[src/bmg_pkg.sv]
`timescale 1ns / 1ps
// ---------------------------------------------------------------------------
// bmg_pkg
// shared constants, codes and types of the box minimum-gap checker
// ---------------------------------------------------------------------------
package bmg_pkg;

  localparam int SLOTS    = 64;
  localparam int IDX_W    = (SLOTS > 1) ? $clog2(SLOTS) : 1;
  localparam int SLOT_W   = 6;
  localparam int MODE_W   = 2;
  localparam int COORD_W  = 20;
  localparam int SIZE_W   = 19;
  localparam int CFG_W    = 16;
  localparam int PROD_W   = 2 * CFG_W;
  localparam int MARGIN_W = PROD_W - 8;
  localparam int GAP_W    = COORD_W + 1;
  localparam int CFG_IDX_W = 1;

  localparam int IN_FIELDS_W  = SLOT_W + 2 * COORD_W + 2 * SIZE_W;
  localparam int IN_DATA_W    = ((IN_FIELDS_W + 7) / 8) * 8;
  localparam int OUT_FIELDS_W = 1 + 2 * COORD_W + 2 * SIZE_W;
  localparam int OUT_DATA_W   = ((OUT_FIELDS_W + 7) / 8) * 8;

  localparam logic [SLOT_W:0]  SLOT_LIMIT = (SLOT_W + 1)'(SLOTS);
  localparam logic [IDX_W-1:0] LAST_IDX   = IDX_W'(SLOTS - 1);

  localparam logic [MODE_W-1:0] MODE_WRITE = 2'd0;
  localparam logic [MODE_W-1:0] MODE_CLEAR = 2'd1;
  localparam logic [MODE_W-1:0] MODE_CHECK = 2'd2;
  localparam logic [MODE_W-1:0] MODE_LIST  = 2'd3;

  localparam logic [CFG_IDX_W-1:0] CFG_MIN_GRID  = 1'd0;
  localparam logic [CFG_IDX_W-1:0] CFG_GRID_SIZE = 1'd1;

  localparam logic [CFG_W-1:0] MIN_GRID_RESET  = 16'd256;
  localparam logic [CFG_W-1:0] GRID_SIZE_RESET = 16'd160;

  localparam logic signed [COORD_W-1:0] COORD_MIN = {1'b1, {(COORD_W-1){1'b0}}};
  localparam logic signed [COORD_W-1:0] COORD_MAX = {1'b0, {(COORD_W-1){1'b1}}};
  localparam logic [SIZE_W-1:0]         SIZE_MAX  = {SIZE_W{1'b1}};

  typedef struct packed {
    logic signed [COORD_W-1:0] pos_x;
    logic signed [COORD_W-1:0] pos_y;
    logic [SIZE_W-1:0]         size_w;
    logic [SIZE_W-1:0]         size_h;
  } box_entry_t;

  typedef struct packed {
    logic                      hit;
    logic signed [COORD_W-1:0] region_x;
    logic signed [COORD_W-1:0] region_y;
    logic [SIZE_W-1:0]         region_w;
    logic [SIZE_W-1:0]         region_h;
  } slot_eval_t;

endpackage

[src/bmg_slot_eval.sv]
`timescale 1ns / 1ps
// ---------------------------------------------------------------------------
// bmg_slot_eval
// gap test of the moved box against one stored box, and the stored box
// grown by the margin
// ---------------------------------------------------------------------------
module bmg_slot_eval (
  input  bmg_pkg::box_entry_t              entry,
  input  logic signed [bmg_pkg::COORD_W-1:0] move_x,
  input  logic signed [bmg_pkg::COORD_W-1:0] move_y,
  input  logic [bmg_pkg::SIZE_W-1:0]       move_w,
  input  logic [bmg_pkg::SIZE_W-1:0]       move_h,
  input  logic [bmg_pkg::PROD_W-1:0]       margin_prod,
  output bmg_pkg::slot_eval_t              result
);
  import bmg_pkg::*;

  localparam int EXT_W = COORD_W + 2;
  localparam int SUM_W = MARGIN_W + 2;

  function automatic logic [GAP_W-1:0] gap1d(
    input logic signed [COORD_W-1:0] a,
    input logic [SIZE_W-1:0]         aw,
    input logic signed [COORD_W-1:0] b,
    input logic [SIZE_W-1:0]         bw
  );
    logic signed [EXT_W-1:0] a_e;
    logic signed [EXT_W-1:0] b_e;
    logic signed [EXT_W-1:0] g1;
    logic signed [EXT_W-1:0] g2;
    logic signed [EXT_W-1:0] g;
    a_e = {{(EXT_W-COORD_W){a[COORD_W-1]}}, a};
    b_e = {{(EXT_W-COORD_W){b[COORD_W-1]}}, b};
    g1 = b_e - a_e - $signed({{(EXT_W-SIZE_W){1'b0}}, aw});
    g2 = a_e - b_e - $signed({{(EXT_W-SIZE_W){1'b0}}, bw});
    g = (g1 > g2) ? g1 : g2;
    return (g > 0) ? g[GAP_W-1:0] : '0;
  endfunction

  function automatic logic signed [COORD_W-1:0] sat_edge(
    input logic signed [COORD_W-1:0] p,
    input logic [MARGIN_W-1:0]       m
  );
    logic signed [SUM_W-1:0] d;
    d = {{(SUM_W-COORD_W){p[COORD_W-1]}}, p} - $signed({2'b00, m});
    if (d < $signed({{(SUM_W-COORD_W){1'b1}}, COORD_MIN})) begin
      return COORD_MIN;
    end else if (d > $signed({{(SUM_W-COORD_W){1'b0}}, COORD_MAX})) begin
      return COORD_MAX;
    end
    return d[COORD_W-1:0];
  endfunction

  function automatic logic [SIZE_W-1:0] sat_size(
    input logic [SIZE_W-1:0]   s,
    input logic [MARGIN_W-1:0] m
  );
    logic [SUM_W-1:0] t;
    t = {{(SUM_W-SIZE_W){1'b0}}, s} + {1'b0, m, 1'b0};
    return (t > {{(SUM_W-SIZE_W){1'b0}}, SIZE_MAX}) ? SIZE_MAX : t[SIZE_W-1:0];
  endfunction

  logic [GAP_W-1:0]    gap_x;
  logic [GAP_W-1:0]    gap_y;
  logic [MARGIN_W-1:0] margin;

  assign gap_x  = gap1d(move_x, move_w, entry.pos_x, entry.size_w);
  assign gap_y  = gap1d(move_y, move_h, entry.pos_y, entry.size_h);
  assign margin = margin_prod[PROD_W-1:8];

  // gap scaled to the 8 fractional bits of the margin product
  assign result.hit =
    ({{(PROD_W-GAP_W-8){1'b0}}, gap_x, 8'b0} < margin_prod) &&
    ({{(PROD_W-GAP_W-8){1'b0}}, gap_y, 8'b0} < margin_prod);
  assign result.region_x = sat_edge(entry.pos_x, margin);
  assign result.region_y = sat_edge(entry.pos_y, margin);
  assign result.region_w = sat_size(entry.size_w, margin);
  assign result.region_h = sat_size(entry.size_h, margin);

endmodule

[config.mk]
export PLATFORM = sky130hd
export DESIGN_NAME = bmg_slot_eval
export DESIGN_NICKNAME = d
export VERILOG_FILES = /design/src/bmg_pkg.sv /design/src/bmg_slot_eval.sv
export SDC_FILE = /design/constraint.sdc
export NUM_CORES = 1
export LEC_CHECK = 0
export ABC_CLOCK_PERIOD_IN_PS = 23000
export BUFFER_PORTS_ARGS = -buffer_cell sky130_fd_sc_hd__buf_2
export CORE_MARGIN = 3
export CORE_UTILIZATION = 45
export DETAILED_ROUTE_END_ITERATION = 10
export GPL_ROUTABILITY_DRIVEN = 0
export PLACE_DENSITY = 0.68
export RECOVER_POWER = 100
export SETUP_SLACK_MARGIN = 0.5
export SYNTH_ARGS = -nofsm -noshare
export SYNTH_HDL_FRONTEND = slang
export SYNTH_SLANG_ARGS = --single-unit
export TNS_END_PERCENT = 10
[constraint.sdc]
create_clock -name vclk -period 23
set_input_delay 1.15 -clock vclk [all_inputs]
set_output_delay 1.15 -clock vclk [all_outputs]
set_load 0.02 [all_outputs]
==> qor.json <==
{
  "floorplanning": {
    "std_cell_rows": 60,
    "fp.coreArea_sq_um": 27200,
    "die_w_um": 173,
    "initial_core_util": 0.461,
    "top_level_ports": 267,
    "die_h_um": 173,
    "die_footprint_sq_um": 29900
  },
  "finish": {
    "core_occupancy_in_the_finished_layout": 0.522,
    "finish.instance_area_sq_um": 14200,
    "diodes": 0,
    "fin_nets": 2402,
    "ff_latch_area_sq_um": 0,
    "num-clock-buffers": 0,
    "areaGrowthSynthToFinish_pct": 13.2,
    "n_sequential_cell": 0,
    "post_route_cells_drive_above_1_share": 0.128
  },
  "route": {
    "num_vias": 12644,
    "totalWireLength_mm": 39.4,
    "first_iter_violations": 789,
    "detail_route.first_pass.iterations": 5,
    "detail_route.wl_per_cell_um": 17.6,
    "route.detailed.drc": 0,
    "drt.antenna.violating_nets": 0,
    "vias_per_cell": 5.65
  },
  "synthesis": {
    "synthDominantAreaCellType": "sky130_fd_sc_hd__ha_1",
    "ys_top_cells_by_area": "sky130_fd_sc_hd__ha_1, sky130_fd_sc_hd__fa_1, sky130_fd_sc_hd__inv_1",
    "synth_fp_nets": 2148,
    "yosys.area.top_type_share": 0.266,
    "synth-warning-count": 0,
    "ys_types": 74,
    "synth.cell_area_sq_um": 12500,
    "synth.yosys.seq_area_share": 0,
    "synth_most_common_cell": "sky130_fd_sc_hd__ha_1",
    "synthesis.instances": 1614,
    "post_synth_most_frequent_cells": "sky130_fd_sc_hd__ha_1, sky130_fd_sc_hd__inv_1, sky130_fd_sc_hd__a21oi_1, sky130_fd_sc_hd__a21o_1, sky130_fd_sc_hd__fa_1",
    "syn_avg_cell_area_sq_um": 7.76
  },
  "worst_setup_path": {
    "timing.critical_path.to_type": "output port",
    "cp_num_buf_inv": 4,
    "critical_path.most_common_cell": "sky130_fd_sc_hd__a21o_1",
    "crit_fanout": 16,
    "critical_path.max_stage_delay_ps": 980,
    "timing.setup.critical_path_class": "input port to output port",
    "critical_path.top_delay_family": "compound AO/OA/AOI/OAI gates",
    "arr_time_crit_path_ps": 9850,
    "cp-startpoint": "entry[58]",
    "crit_path_start_kind": "input port",
    "crit_cells": 37,
    "worst_ep_required_time_ps": 21850,
    "cp-endpoint": "result[78]",
    "slowest_stage": "sky130_fd_sc_hd__a21oi_1"
  },
  "status": {
    "run_status": "finished with violations",
    "violations": "capacitance limit, slew limit"
  },
  "place": {
    "preCtsSetupSlack_ps": 12520,
    "dp_hpwl_mm": 35.3,
    "total_of_buffers_placed_on_input_and_output_ports": 267,
    "placed_cell_area_sq_um": 14300
  },
  "timing": {
    "final.period_utilization": 0.478,
    "timing.slew.headroom": -1.58,
    "fmax_mhz": 90.9,
    "setup_viol_count_final": 0,
    "final-max-slew-violation-count": 20,
    "worst_margin_slew_ps": 3820,
    "post-route-min-period_ps": 11000,
    "worst_slack_ps": 12000,
    "rsz0062_at_grt": "no",
    "finalHoldViolations": 0,
    "setup_total_negative_slack_ps": 0
  },
  "clocking": {
    "cts_repair_resize_count": 0,
    "count_of_buffers_added_by_post_cts_timing_repair_for_setup": 0,
    "postCtsHoldBufs": 0
  },
  "power": {
    "report.power.total_mw": 0.802,
    "worst_ir_drop_vdd_mv": 0.0317,
    "power.density_nw_per_um2": 56.5,
    "cellLeakagePower_nw": 7.40
  },
  "grt": {
    "grt_antenna_before_repair": 3,
    "largest_net_degree_at_the_start_of_global_routing": 27,
    "grt_pass1_wl_mm": 62.9,
    "track_usage": 0.253,
    "overflow": 0,
    "first_global_vias": 12260
  },
  "worst_hold_path": {
    "worst_min_path_class": "input port to output port"
  },
  "job": {
    "drv.max_cap_violation_count": 1
  }
}
-- placed cells by master, fill, tap and decap left out, drive strengths merged, types with 4 or more instances in the layout --
cell,n
o41ai,5
nor2,74
nand4,19
o31ai,27
o21a,32
xnor2,78
or3,9
or2,7
nand2b,37
buf,211
a211oi,8
ha,266
nand3,41
o211ai,9
o21ai,74
a31o,5
clkbuf,60
and3,13
and2,5
a211o,5
a21boi,6
o21bai,28
a21oi,161
a311oi,4
and4,5
a31oi,10
nor4,6
fa,80
o2bb2ai,17
inv,231
nand2,68
nor3,38
a21o,82
a41oi,5
nor2b,29
xor2,71
-- where the power goes --
group	switching (mW)	internal (mW)
clock	0	0
sequential	0	0
combinational	0.463	0.339
-- per-layer routing --
layer / part of all wire / GRT usage / vias up / wire [um]
met5: 0.00091 / 0 / - / 36
met4: 0.025 / 0.0524 / 6 / 969
met3: 0.064 / 0.0310 / 58 / 2540
met2: 0.45 / 0.423 / 453 / 17600
met1: 0.46 / 0.352 / 5878 / 18300
li1: - / - / 6249 / -
-- worst min path at each step --
stage / slack, ps / startpoint / end / cells past startpoint
4_1_cts: 2690 / entry[19] / result[19] / 4
6_report: 2740 / entry[19] / result[19] / 4
3_3_place_gp: 2690 / entry[19] / result[19] / 4
5_1_grt: 2790 / entry[19] / result[19] / 4
3_5_place_dp: 2680 / entry[19] / result[19] / 4
2_1_floorplan: 2490 / margin_prod[29] / result[78] / 2
-- logic make-up (layout without fill, tap and decap cells) --
group,after synthesis,after routing,share of synthesized area
fa+ha+maj,346,346,0.394
simple gates,361,361,0.148
xor+xnor,150,150,0.106
compound gates,503,503,0.272
buf+inv,250,502,0.0767
mux,4,4,0.00360
-- through the flow --
stage	hold slack, ps	instances
floorplan	2490	1614
global placement	2690	2238
detailed placement	2680	2238
CTS	2690	2238
global route	2790	2238
finish	2740	2238
-- area by class of cell --
| class | instances | area [sq um] |
|---|---|---|
| fill | 2744 | 13000 |
| multi-input combinational | 1364 | 11600 |
| timing repair buffer | 271 | 1290 |
| inverter | 231 | 867 |
| tap | 372 | 465 |
-- worst min-delay path, cell delays in order --
cell	delay, ps
sky130_fd_sc_hd__buf_2	90
sky130_fd_sc_hd__inv_1	90
sky130_fd_sc_hd__nand2_1	80
sky130_fd_sc_hd__clkbuf_1	180
Note: power is estimated with default switching activity, not from simulation.
